`config.mk`:
```
export PLATFORM = sky130hd
export DESIGN_NAME = svga_extended_register_port
export DESIGN_NICKNAME = d
export VERILOG_FILES = /design/src/sxrp_pkg.sv /design/src/sxrp_ext_file.sv /design/src/sxrp_crtc_file.sv /design/src/svga_extended_register_port.sv
export SDC_FILE = /design/constraint.sdc
export NUM_CORES = 2
export LEC_CHECK = 0
export BUFFER_PORTS_ARGS = -buffer_cell sky130_fd_sc_hd__buf_2
export CAP_MARGIN = 0
export CORE_MARGIN = 8
export CORE_UTILIZATION = 55
export CTS_CLUSTER_SIZE = 16
export DETAILED_ROUTE_END_ITERATION = 8
export PLACE_DENSITY = 0.71
export SKIP_CTS_REPAIR_TIMING = 1
export SLEW_MARGIN = 20
export SYNTH_ARGS = -nofsm -noshare
export SYNTH_HDL_FRONTEND = slang
export SYNTH_SLANG_ARGS = --single-unit
```
`constraint.sdc`:
```
create_clock -name clk -period 8.6 [get_ports clk]
set_input_delay 2.58 -clock clk [delete_from_list [all_inputs] [get_ports clk]]
set_output_delay 2.58 -clock clk [all_outputs]
set_load 0.05 [all_outputs]
```
`src/sxrp_pkg.sv`:
```
// Package with constants and types of the extended register port.
`default_nettype none
package sxrp_pkg;

	localparam int EXT_REG_COUNT  = 256;
	localparam int CRTC_REG_COUNT = 64;

	localparam logic [15:0] PORT_EXT_INDEX  = 16'h01CE;
	localparam logic [15:0] PORT_EXT_DATA   = 16'h01CF;
	localparam logic [15:0] PORT_CRTC_INDEX = 16'h03D4;
	localparam logic [15:0] PORT_CRTC_DATA  = 16'h03D5;
	localparam logic [15:0] PORT_MONO_PAGE  = 16'h03B0;
	localparam logic [15:0] PORT_COLOR_PAGE = 16'h03D0;
	localparam logic [15:0] PORT_PAGE_MASK  = 16'hFFF0;
	localparam logic [15:0] MONO_REMAP      = 16'h0060;

	localparam logic [7:0] EXT_MODE      = 8'hB0;
	localparam logic [7:0] EXT_BANK      = 8'hB2;
	localparam logic [7:0] EXT_EEPROM    = 8'hB3;
	localparam logic [7:0] EXT_EEPROM_IN = 8'hB7;
	localparam logic [7:0] EXT_BANK_CFG  = 8'hBE;

	localparam int CRTC_OVERFLOW  = 'h07;
	localparam int CRTC_PROTECT   = 'h11;
	localparam int CRTC_QUIET_LO  = 'h0E;
	localparam int CRTC_QUIET_HI  = 'h10;

	typedef struct packed {
		logic       idx_we;
		logic       data_we;
		logic [7:0] wdata;
	} reg_cmd_t;

	typedef struct packed {
		logic [7:0] rdata;
		logic [7:0] index;
		logic       is_eeprom;
		logic       is_eeprom_in;
		logic [2:0] rd_bank;
		logic [2:0] wr_bank;
		logic       mode_256;
	} ext_stat_t;

	typedef struct packed {
		logic [7:0] rdata;
		logic [7:0] index;
		logic       dropped;
		logic       recalc;
	} crtc_stat_t;

endpackage
`default_nettype wire

```
`src/sxrp_ext_file.sv`:
```
// Extended register file: index register, register memory and bank shadows.
`default_nettype none
module sxrp_ext_file #(
	parameter int EXT_REG_COUNT = sxrp_pkg::EXT_REG_COUNT
) (
	input  wire logic                clk,
	input  wire logic                arst_n,
	input  sxrp_pkg::reg_cmd_t       cmd,
	output sxrp_pkg::ext_stat_t      stat
);

	localparam int AW = $clog2(EXT_REG_COUNT);

	logic [AW-1:0]            index_q;
	logic [AW-1:0]            index_d;
	logic [7:0]               mem [EXT_REG_COUNT];
	logic [EXT_REG_COUNT-1:0] valid_q;
	logic [7:0]               mem_rd_q;
	logic                     rd_valid_q;
	logic                     byp_q;
	logic [7:0]               byp_data_q;
	logic                     mode_q;
	logic                     mode_d;
	logic [7:0]               bank_q;
	logic [7:0]               bank_d;
	logic                     split_q;
	logic                     split_d;

	// The next item reads at the index this item leaves behind.
	assign index_d = cmd.idx_we ? cmd.wdata[AW-1:0] : index_q;

	always_comb begin
		mode_d  = mode_q;
		bank_d  = bank_q;
		split_d = split_q;
		if (cmd.data_we) begin
			if (index_q == AW'(sxrp_pkg::EXT_MODE)) begin
				mode_d = cmd.wdata[5];
			end
			if (index_q == AW'(sxrp_pkg::EXT_BANK)) begin
				bank_d = cmd.wdata;
			end
			if (index_q == AW'(sxrp_pkg::EXT_BANK_CFG)) begin
				split_d = cmd.wdata[3];
			end
		end
	end

	always_ff @(posedge clk) begin
		if (cmd.data_we) begin
			mem[index_q] <= cmd.wdata;
		end
		mem_rd_q   <= mem[index_d];
		byp_data_q <= cmd.wdata;
	end

	always_ff @(posedge clk or negedge arst_n) begin
		if (!arst_n) begin
			index_q    <= '0;
			valid_q    <= '0;
			rd_valid_q <= 1'b0;
			byp_q      <= 1'b0;
			mode_q     <= 1'b0;
			bank_q     <= '0;
			split_q    <= 1'b0;
		end else begin
			index_q    <= index_d;
			rd_valid_q <= valid_q[index_d];
			byp_q      <= cmd.data_we && (index_q == index_d);
			if (cmd.data_we) begin
				valid_q[index_q] <= 1'b1;
			end
			mode_q  <= mode_d;
			bank_q  <= bank_d;
			split_q <= split_d;
		end
	end

	always_comb begin
		stat.rdata        = byp_q ? byp_data_q : (rd_valid_q ? mem_rd_q : 8'h00);
		stat.index        = 8'(index_q);
		stat.is_eeprom    = index_q == AW'(sxrp_pkg::EXT_EEPROM);
		stat.is_eeprom_in = index_q == AW'(sxrp_pkg::EXT_EEPROM_IN);
		stat.wr_bank      = bank_d[3:1];
		stat.rd_bank      = split_d ? bank_d[7:5] : bank_d[3:1];
		stat.mode_256     = mode_d;
	end

endmodule
`default_nettype wire

```
`src/sxrp_crtc_file.sv`:
```
// CRTC register file with index register, write protect and change detect.
`default_nettype none
module sxrp_crtc_file #(
	parameter int CRTC_REG_COUNT = sxrp_pkg::CRTC_REG_COUNT
) (
	input  wire logic                clk,
	input  wire logic                arst_n,
	input  sxrp_pkg::reg_cmd_t       cmd,
	output sxrp_pkg::crtc_stat_t     stat
);

	localparam int CAW = $clog2(CRTC_REG_COUNT);

	logic [CAW-1:0]            index_q;
	logic [CAW-1:0]            index_d;
	logic [7:0]                mem [CRTC_REG_COUNT];
	logic [CRTC_REG_COUNT-1:0] valid_q;
	logic [7:0]                mem_rd_q;
	logic                      rd_valid_q;
	logic                      byp_q;
	logic [7:0]                byp_data_q;
	logic                      prot_q;
	logic [7:0]                old_val;
	logic [7:0]                new_val;
	logic                      dropped;
	logic                      store;
	logic                      quiet;

	assign index_d = cmd.idx_we ? cmd.wdata[CAW-1:0] : index_q;
	assign old_val = byp_q ? byp_data_q : (rd_valid_q ? mem_rd_q : 8'h00);

	always_comb begin
		dropped = cmd.data_we && prot_q && (index_q < CAW'(sxrp_pkg::CRTC_OVERFLOW));
		store   = cmd.data_we && !dropped;
		new_val = cmd.wdata;
		// Under protection only bit 4 of the overflow register may change.
		if (prot_q && (index_q == CAW'(sxrp_pkg::CRTC_OVERFLOW))) begin
			new_val = {old_val[7:5], cmd.wdata[4], old_val[3:0]};
		end
		quiet = (index_q >= CAW'(sxrp_pkg::CRTC_QUIET_LO))
			&& (index_q <= CAW'(sxrp_pkg::CRTC_QUIET_HI));
	end

	always_ff @(posedge clk) begin
		if (store) begin
			mem[index_q] <= new_val;
		end
		mem_rd_q   <= mem[index_d];
		byp_data_q <= new_val;
	end

	always_ff @(posedge clk or negedge arst_n) begin
		if (!arst_n) begin
			index_q    <= '0;
			valid_q    <= '0;
			rd_valid_q <= 1'b0;
			byp_q      <= 1'b0;
			prot_q     <= 1'b0;
		end else begin
			index_q    <= index_d;
			rd_valid_q <= valid_q[index_d];
			byp_q      <= store && (index_q == index_d);
			if (store) begin
				valid_q[index_q] <= 1'b1;
				if (index_q == CAW'(sxrp_pkg::CRTC_PROTECT)) begin
					prot_q <= new_val[7];
				end
			end
		end
	end

	always_comb begin
		stat.rdata   = old_val;
		stat.index   = 8'(index_q);
		stat.dropped = dropped;
		stat.recalc  = store && (old_val != new_val) && !quiet;
	end

endmodule
`default_nettype wire

```
`src/svga_extended_register_port.sv`:
```
// Top level of the extended register port: input stages, decode and result register.
`default_nettype none
// One I/O bus access is a transfer on the command channel: it is taken at a rising
// edge where start is high and busy is low. busy is always low, so one access
// can be taken in every cycle.
// Each access gives exactly one result, shown for one cycle with done high. The access
// is registered in the input stage, then moved to the decode stage, where the extended
// and CRTC register memories are read at the indexes that the access ahead of it
// leaves, and then the result register takes the result and raises done.
// Throughput is one access per cycle, set by the single memory read port of each
// register file, with forwarding of the index and data that the access in decode
// writes.
// The receiver cannot hold results off; a result not taken in its cycle is lost.
// Reset clears both index registers and marks every register of both files as
// zero through per-entry valid bits, so no clearing pass is needed and the block
// accepts accesses as soon as reset is released.
// rd_bank, wr_bank and extended_256_colour give the state after the access.
module svga_extended_register_port #(
	parameter int EXT_REG_COUNT  = sxrp_pkg::EXT_REG_COUNT,
	parameter int CRTC_REG_COUNT = sxrp_pkg::CRTC_REG_COUNT
) (
	input  wire logic        clk,
	input  wire logic        arst_n,
	input  wire logic        start,
	output logic             busy,
	input  wire logic        action,
	input  wire logic [15:0] port_addr,
	input  wire logic [7:0]  write_data,
	input  wire logic        eeprom_bit,
	input  wire logic        color_io_mode,
	output logic             done,
	output logic [7:0]       read_data,
	output logic             forward_valid,
	output logic [15:0]      forward_addr,
	output logic [2:0]       rd_bank,
	output logic [2:0]       wr_bank,
	output logic             eeprom_strobe,
	output logic             eeprom_select,
	output logic             eeprom_clock,
	output logic             eeprom_din,
	output logic             timing_recalc,
	output logic             extended_256_colour
);

	logic        v_s1;
	logic        action_s1;
	logic [15:0] addr_s1;
	logic [7:0]  data_s1;
	logic        ee_s1;
	logic        colour_s1;
	logic        v_s2;
	logic        action_s2;
	logic [15:0] addr_s2;
	logic [7:0]  data_s2;
	logic        ee_s2;
	logic        colour_s2;

	logic [15:0] page;
	logic [15:0] addr_m;
	logic        hit_ei;
	logic        hit_ed;
	logic        hit_ci;
	logic        hit_cd;
	logic        wr;
	logic [7:0]  rd;
	logic [7:0]  ext_rd;
	logic        fwd;
	logic        strobe;

	sxrp_pkg::reg_cmd_t   ext_cmd;
	sxrp_pkg::reg_cmd_t   crtc_cmd;
	sxrp_pkg::ext_stat_t  ext_stat;
	sxrp_pkg::crtc_stat_t crtc_stat;

	logic        done_q;
	logic [7:0]  read_data_q;
	logic        forward_valid_q;
	logic [15:0] forward_addr_q;
	logic [2:0]  rd_bank_q;
	logic [2:0]  wr_bank_q;
	logic        eeprom_strobe_q;
	logic        eeprom_select_q;
	logic        eeprom_clock_q;
	logic        eeprom_din_q;
	logic        timing_recalc_q;
	logic        ext_256_q;

	assign busy = 1'b0;

	always_ff @(posedge clk or negedge arst_n) begin
		if (!arst_n) begin
			v_s1   <= 1'b0;
			v_s2   <= 1'b0;
			done_q <= 1'b0;
		end else begin
			v_s1   <= start && !busy;
			v_s2   <= v_s1;
			done_q <= v_s2;
		end
	end

	always_ff @(posedge clk) begin
		action_s1 <= action;
		addr_s1   <= port_addr;
		data_s1   <= write_data;
		ee_s1     <= eeprom_bit;
		colour_s1 <= color_io_mode;
		action_s2 <= action_s1;
		addr_s2   <= addr_s1;
		data_s2   <= data_s1;
		ee_s2     <= ee_s1;
		colour_s2 <= colour_s1;
	end

	always_comb begin
		page   = addr_s2 & sxrp_pkg::PORT_PAGE_MASK;
		addr_m = addr_s2;
		if (((page == sxrp_pkg::PORT_MONO_PAGE) || (page == sxrp_pkg::PORT_COLOR_PAGE))
			&& !colour_s2) begin
			addr_m = addr_s2 ^ sxrp_pkg::MONO_REMAP;
		end
		hit_ei = addr_m == sxrp_pkg::PORT_EXT_INDEX;
		hit_ed = addr_m == sxrp_pkg::PORT_EXT_DATA;
		hit_ci = addr_m == sxrp_pkg::PORT_CRTC_INDEX;
		hit_cd = addr_m == sxrp_pkg::PORT_CRTC_DATA;
		wr     = v_s2 && action_s2;

		ext_cmd.idx_we   = wr && hit_ei;
		ext_cmd.data_we  = wr && hit_ed;
		ext_cmd.wdata    = data_s2;
		crtc_cmd.idx_we  = wr && hit_ci;
		crtc_cmd.data_we = wr && hit_cd;
		crtc_cmd.wdata   = data_s2;
	end

	sxrp_ext_file #(
		.EXT_REG_COUNT(EXT_REG_COUNT)
	) u_ext (
		.clk    (clk),
		.arst_n (arst_n),
		.cmd    (ext_cmd),
		.stat   (ext_stat)
	);

	sxrp_crtc_file #(
		.CRTC_REG_COUNT(CRTC_REG_COUNT)
	) u_crtc (
		.clk    (clk),
		.arst_n (arst_n),
		.cmd    (crtc_cmd),
		.stat   (crtc_stat)
	);

	always_comb begin
		ext_rd = ext_stat.rdata;
		// The EEPROM data output shows through as bit 3 of its input register.
		if (ext_stat.is_eeprom_in) begin
			ext_rd[3] = ee_s2;
		end
		rd  = 8'h00;
		fwd = 1'b1;
		if (action_s2) begin
			if (hit_ci) begin
				fwd = 1'b0;
			end else if (hit_cd && crtc_stat.dropped) begin
				fwd = 1'b0;
			end
		end else begin
			if (hit_ei) begin
				rd  = ext_stat.index;
				fwd = 1'b0;
			end else if (hit_ed) begin
				rd  = ext_rd;
				fwd = 1'b0;
			end else if (hit_ci) begin
				rd  = crtc_stat.index;
				fwd = 1'b0;
			end else if (hit_cd) begin
				rd  = crtc_stat.rdata;
				fwd = 1'b0;
			end
		end
		strobe = ext_cmd.data_we && ext_stat.is_eeprom;
	end

	always_ff @(posedge clk) begin
		read_data_q     <= rd;
		forward_valid_q <= fwd;
		forward_addr_q  <= addr_m;
		rd_bank_q       <= ext_stat.rd_bank;
		wr_bank_q       <= ext_stat.wr_bank;
		eeprom_strobe_q <= strobe;
		eeprom_select_q <= strobe && data_s2[3];
		eeprom_clock_q  <= strobe && data_s2[1];
		eeprom_din_q    <= strobe && data_s2[0];
		timing_recalc_q <= crtc_stat.recalc;
		ext_256_q       <= ext_stat.mode_256;
	end

	assign done                = done_q;
	assign read_data           = read_data_q;
	assign forward_valid       = forward_valid_q;
	assign forward_addr        = forward_addr_q;
	assign rd_bank             = rd_bank_q;
	assign wr_bank             = wr_bank_q;
	assign eeprom_strobe       = eeprom_strobe_q;
	assign eeprom_select       = eeprom_select_q;
	assign eeprom_clock        = eeprom_clock_q;
	assign eeprom_din          = eeprom_din_q;
	assign timing_recalc       = timing_recalc_q;
	assign extended_256_colour = ext_256_q;

endmodule
`default_nettype wire

```
# == Word level (Yosys, flattened, before mapping) ==
# Memory sizes are Yosys's and may differ from the RTL's. A register that Yosys moved wholly into a read port is not among the register bits.
# Cells that the tools add are included.
# op_classes
n_bitwise,3
order_cmp,9
n_eq_ne,16
n_mux,39
reduce_logical,28
# ops
cell,n
256-bit bitwise OR,1
8-bit two-way mux,12
64-bit bitwise OR,1
8-bit == test (second input constant),5
16-bit by 10-bit == test with 1-bit output (second input constant),2
16-bit by 9-bit == test with 1-bit output (second input constant),2
12-bit by 6-bit == test with 1-bit output (second input constant),2
1-bit logical AND,22
1-bit two-way mux,20
8-bit by 9-bit less-than comparator with 1-bit output (second input constant),2
6-bit by 7-bit less-than comparator with 1-bit output (second input constant),2
1-bit binary-select mux with 8-bit select,1
1-bit demux with 8-bit select,1
8-bit == test,1
8-bit by 1-bit greater-or-equal comparator with 1-bit output (second input constant),1
8-bit != test,1
7-bit two-way mux,1
1-bit binary-select mux with 6-bit select,1
1-bit demux with 6-bit select,1
6-bit by 3-bit == test with 1-bit output (second input constant),1
6-bit by 5-bit == test with 1-bit output (second input constant),1
6-bit == test,1
6-bit by 1-bit greater-or-equal comparator with 1-bit output (second input constant),1
6-bit by 4-bit greater-or-equal comparator with 1-bit output (second input constant),1
other kinds (8),11
# word_totals
ff_bits,459
word_cells,136
mem_count,2
out_inout_bits,39
ramBits,2560
inputBits,30
# mem_list
memory,words,word_bits,rd,rd_ports_with_merged_regs,write_ports,line_no,text
u_ext.mem,256,8,1,1,1,sxrp_ext_file.sv:16,logic [7:0] mem [EXT_REG_COUNT];
u_crtc.mem,64,8,1,1,1,sxrp_crtc_file.sv:16,logic [7:0] mem [CRTC_REG_COUNT];

# == Longest topological paths before layout ==
# depth
word_depth,12
depth_mapped,17
ltp_nobuf,11

# == Cells and area by module ==
# A second synthesis with hierarchy kept.
# unflattened
cells_unflattened,7521
hier_area_um2,118150.8
# modules_own_cells
module,cells_per_inst,seq_area_each_um2,area_per_inst_um2,n_inst
sxrp_ext_file,6003,68675.9,92132.1,1
sxrp_crtc_file,1349,17521.8,23567.6,1
svga_extended_register_port,169,1896.8,2451.1,1

# == Worst setup path before layout ==
# OpenSTA, ideal clock, no wires.
# synth_path
path_kind,register to register
from,reg data_s2[0]
to,mem u_crtc.mem[0][0] (data pin)
path_buffers,4
required_ps,7891
stages_incl_launch_ff,7
setup_time_ps,709
path_slack_ps,2076
arrival_ps,5815
synth_period_minus_slack_ps,6524
path_cell_list,dfxtp_1 > clkbuf_1 > clkbuf_1 > clkbuf_1 > clkbuf_1 > nand2_1 > o21ai_0
# synth_between
elab_chain_cells,1
# synth_lines
element,line_no,text
"start, declared",svga_extended_register_port.sv:54,logic [7:0] data_s2;
"start signal, assigned",svga_extended_register_port.sv:110,data_s2 <= data_s1;
8-bit two-way mux,sxrp_crtc_file.sv:37,if (prot_q && (index_q == CAW'(sxrp_pkg::CRTC_OVERFLOW))) begin
via u_crtc.new_val[0],sxrp_crtc_file.sv:24,logic [7:0] new_val;
"end, declared",sxrp_crtc_file.sv:16,
# The timed path passes the listed nets, and every way through them passes these cells.

# == Final worst setup path ==
# layout_path
from,reg addr_s2[6]
to,reg u_ext.mem_rd_q[4] (read register of u_ext.mem)
# layout_between
elab_chain_cells,7
elab_cells_between_ends,9
classes_between,3 x eq/ne; 2 x mux; 1 x bitwise; 3 x reduce/logical
# layout_lines
element,line_no,text
"start, declared",svga_extended_register_port.sv:53,logic [15:0] addr_s2;
"start signal, assigned",svga_extended_register_port.sv:109,addr_s2 <= addr_s1;
12-bit by 6-bit == test with 1-bit output,svga_extended_register_port.sv:118,if (((page == sxrp_pkg::PORT_MONO_PAGE) || (page == sxrp_pkg::PORT_COLOR_PAGE))
1-bit logical OR,svga_extended_register_port.sv:118,
1-bit logical AND,svga_extended_register_port.sv:119,&& !colour_s2) begin
7-bit two-way mux *,svga_extended_register_port.sv:118,
16-bit by 9-bit == test with 1-bit output *,svga_extended_register_port.sv:122,hit_ei = addr_m == sxrp_pkg::PORT_EXT_INDEX;
1-bit logical AND *,svga_extended_register_port.sv:128,ext_cmd.idx_we = wr && hit_ei;
8-bit two-way mux *,sxrp_ext_file.sv:30,assign index_d = cmd.idx_we ? cmd.wdata[AW-1:0] : index_q;
"end, declared",sxrp_ext_file.sv:18,logic [7:0] mem_rd_q;
# Mark *: on every way between the ends. The rest lies on a longest branch, timed or not.
# A chain may end at the register's enable or synchronous reset.

==> results.toml <==
[clocking]
clockBufferDepth = 4
cts_tree = "yes"
insertion_delay_ps = 990
cts-buffers-inserted = 318
cts_sinks = 3032
cts-root-buf = "clkbuf_16"
htreeDepth = 5
path_clk_slew_ps = 60

[sta]
max_freq_ghz = 0.141
fin_skew_ps = 100
hold_viol_final = 0
min_period_over_period_pct = 82.4
holdWs_ps = 323
grt_setup_unrepaired = "no"
fin_setup_tns_ps = 0
finalSetupViolCount = 0
max-slew-margin-rel_pct = 11.3
drv_slew = 0
fin_crit_ps = 7090
tightest_slew_ps = 1330

[power_and_ir_drop]
leakage_nw = 49.9
vdd_drop_max_uv = 144
power.density_nw_per_um2 = 221

[layout]
multiInputGateArea_um2 = 31600
final_area_um2 = 136000
layout_commonest_cell = "edfxtp_1"
fillers = 16100
final_nets = 8960
drive_gt1_share_pct = 14.0
seq_area_um2 = 88100
area_growth_pct = 11.7
final_cell_mix = "edfxtp_1, nand2_1, nand3_1"
utilization_pct = 61.6
final_cells = 12200

[detailed_routing]
drt_iter0_markers = 15100
routedWlPerCell_um = 32.6
viasPerCell = 6.87
ant_nets = 0
top_layer = "met5"
drtPass1Iterations = 9
drc = 11
wl_met1_mm = 142
wl_mm = 397
dr_wl_met2_mm = 167
vias = 83600
wl_met3_mm = 63.8

[die]
die_h_um = 487
dieArea_um2 = 237000
start_util_pct = 55.1
core_um2 = 221000
rows = 173
io_pins = 69
fp.dieW_um = 487

[hold_path]
hp-start = "addr_s1[6]$_DFF_P_"
hp-class = "reg -> reg"

[status]
status = "finished, violations left"
violations = "design-rule violations"

[worst_setup_path]
worstSetupStartpoint = "addr_s2[6]$_DFF_P_"
crit_fanout = 64
critPathArrivalTime_ps = 7930
r2r-start = "addr_s2[6]$_DFF_P_"
r2r_cells = 15
worstSetupPathType = "reg -> reg"
worstReg2RegEnd = "u_ext.mem_rd_q[4]$_DFF_P_"
endpoint_kind = "flop"
startpoint_type = "flop"
cp.required_ps = 9440
r2r_setup_slack_ps = 1510
endpoint = "u_ext.mem_rd_q[4]$_DFF_P_"

[global_routing]
grt_first_pass_wirelength_mm = 559
overflow = 0
antenna_found_initial = 26
grt_max_degree = 189
track_usage_pct = 32.2
grt_pass1_vias = 78000

[synthesis]
ys_ff_latch = 3032
synth_nets = 8984
syn-cell-area_um2 = 122000
ys_seq_area_share_pct = 72.2
syn_inst = 8954
synth-edff-count = 2560
synth_ff_type = "edfxtp_1"
synth_warnings = 0
syn_avg_cell_area_um2 = 13.6
synth-async-reset-ratio_pct = 11.5
synthDistinctLibCells = 84

[placement]
io_buffers = 67
dp_hpwl_mm = 230
dpl.cell_count = 11600
place_congestion = 0.982
dpl-instance-area_um2 = 126000

[flow_run]
cap_violations = 0
==> sequential cells by signal, indices dropped and copies added (netlist names), 16 cells and up <==
signal and cells:
u_ext.mem 2048, addr_s1 16, forward_addr 16, addr_s2 16, u_ext.valid_q 256, u_crtc.mem 512, u_crtc.valid_q 64
==> how the worst min path moves through the flow <==
stage	end	cells past startpoint
5_1_grt	data_s2[0]$_DFF_P_	0
3_5_place_dp	addr_s2[6]$_DFF_P_	0
4_1_cts	addr_s2[6]$_DFF_P_	0
6_report	addr_s2[6]$_DFF_P_	0
2_1_floorplan	action_s2$_DFF_P_	0
3_3_place_gp	addr_s2[14]$_DFF_P_	0
==> power breakdown <==
| group | internal [W] | total [W] | switching [W] |
|---|---|---|---|
| clock | 0.00811 | 0.0137 | 0.00563 |
| sequential | 0.0160 | 0.0160 | 0.0000392 |
| combinational | 0.0000355 | 0.000335 | 0.000300 |
| total | 0.0241 | 0.0301 | 0.00597 |
==> synth_stat cells, types with 16 or more instances <==
| master | instances | share of area (%) |
|---|---|---|
| a31oi_1 | 190 | 0.97 |
| nand2b_1 | 85 | 0.44 |
| a32o_1 | 34 | 0.28 |
| nor3_1 | 53 | 0.22 |
| buf_2 | 179 | 0.73 |
| a211o_1 | 16 | 0.11 |
| nand4_1 | 25 | 0.13 |
| a211oi_1 | 226 | 1.4 |
| a221oi_1 | 37 | 0.27 |
| o221ai_1 | 73 | 0.52 |
| o22ai_1 | 68 | 0.35 |
| a22oi_1 | 60 | 0.37 |
| and3_1 | 263 | 1.3 |
| nand2_1 | 1644 | 5.1 |
| edfxtp_1 | 2560 | 63 |
| mux2i_1 | 367 | 3.0 |
| mux4_2 | 49 | 0.91 |
| nand3_1 | 445 | 1.8 |
| buf_4 | 36 | 0.22 |
| mux2_2 | 56 | 0.52 |
| buf_1 | 72 | 0.22 |
| clkbuf_1 | 338 | 1.0 |
| o211ai_1 | 44 | 0.27 |
| a311oi_1 | 62 | 0.45 |
| a32oi_1 | 54 | 0.39 |
| dfrtp_1 | 350 | 7.2 |
| a2111oi_0 | 56 | 0.40 |
| nor2_1 | 382 | 1.2 |
| o32ai_1 | 17 | 0.12 |
| nor4_1 | 44 | 0.23 |
| dfxtp_1 | 122 | 2.0 |
| a21oi_1 | 259 | 1.1 |
| or2_2 | 322 | 1.7 |
| o21ai_0 | 146 | 0.60 |
==> routing by layer <==
metal | up-vias | GRT usage, %
met2 | 7068 | 45.8
met5 | - | 0.483
met1 | 41400 | 43.2
met3 | 1391 | 13.1
li1 | 33700 | -
met4 | 28 | 15.9
==> area by class of cell <==
cell class / count / area share [%]
clock inverters: 125 / 1.02
diodes: 24 / 0.0441
repair buffers: 282 / 1.72
inverters: 16 / 0.0671
multi-input cells: 5280 / 23.2
well taps: 2975 / 2.73
clock buffers: 436 / 6.53
flip-flops and latches: 3032 / 64.7
==> cell families after synthesis <==
kind of cell / after synthesis / share of synthesized area (%)
buffers and inverters: 642 / 2.28
other: 1 / 0.00308
XOR/XNOR: 8 / 0.0575
AO/OA/AOI/OAI: 1466 / 8.45
AND/OR/NAND/NOR: 3329 / 12.5
multiplexers: 476 / 4.49
flip-flops: 3032 / 72.2
==> metrics by stage <==
stage / setup slack [ps] / power, W
2_1_floorplan: 2080 / 0.0165
3_3_place_gp: 1950 / 0.0166
3_5_place_dp: 2030 / 0.0166
4_1_cts: 1960 / 0.0301
5_1_grt: 1640 / 0.0306
6_report: 1510 / 0.0301
==> worst max-delay path, cell delays in order, from the launching register on <==
cell and delay, ps:
dfxtp_1 390, nor4b_1 400, and4_2 480, buf_4 770, a21boi_4 90, buf_4 300, nor2_4 320, buf_4 410
buf_12 370, buf_12 390, mux2_2 390, a2111oi_0 640, a211oi_1 210, nor4_1 1000, a311oi_1 300, a31o_2 320
Power figures use the tool's default switching activity.
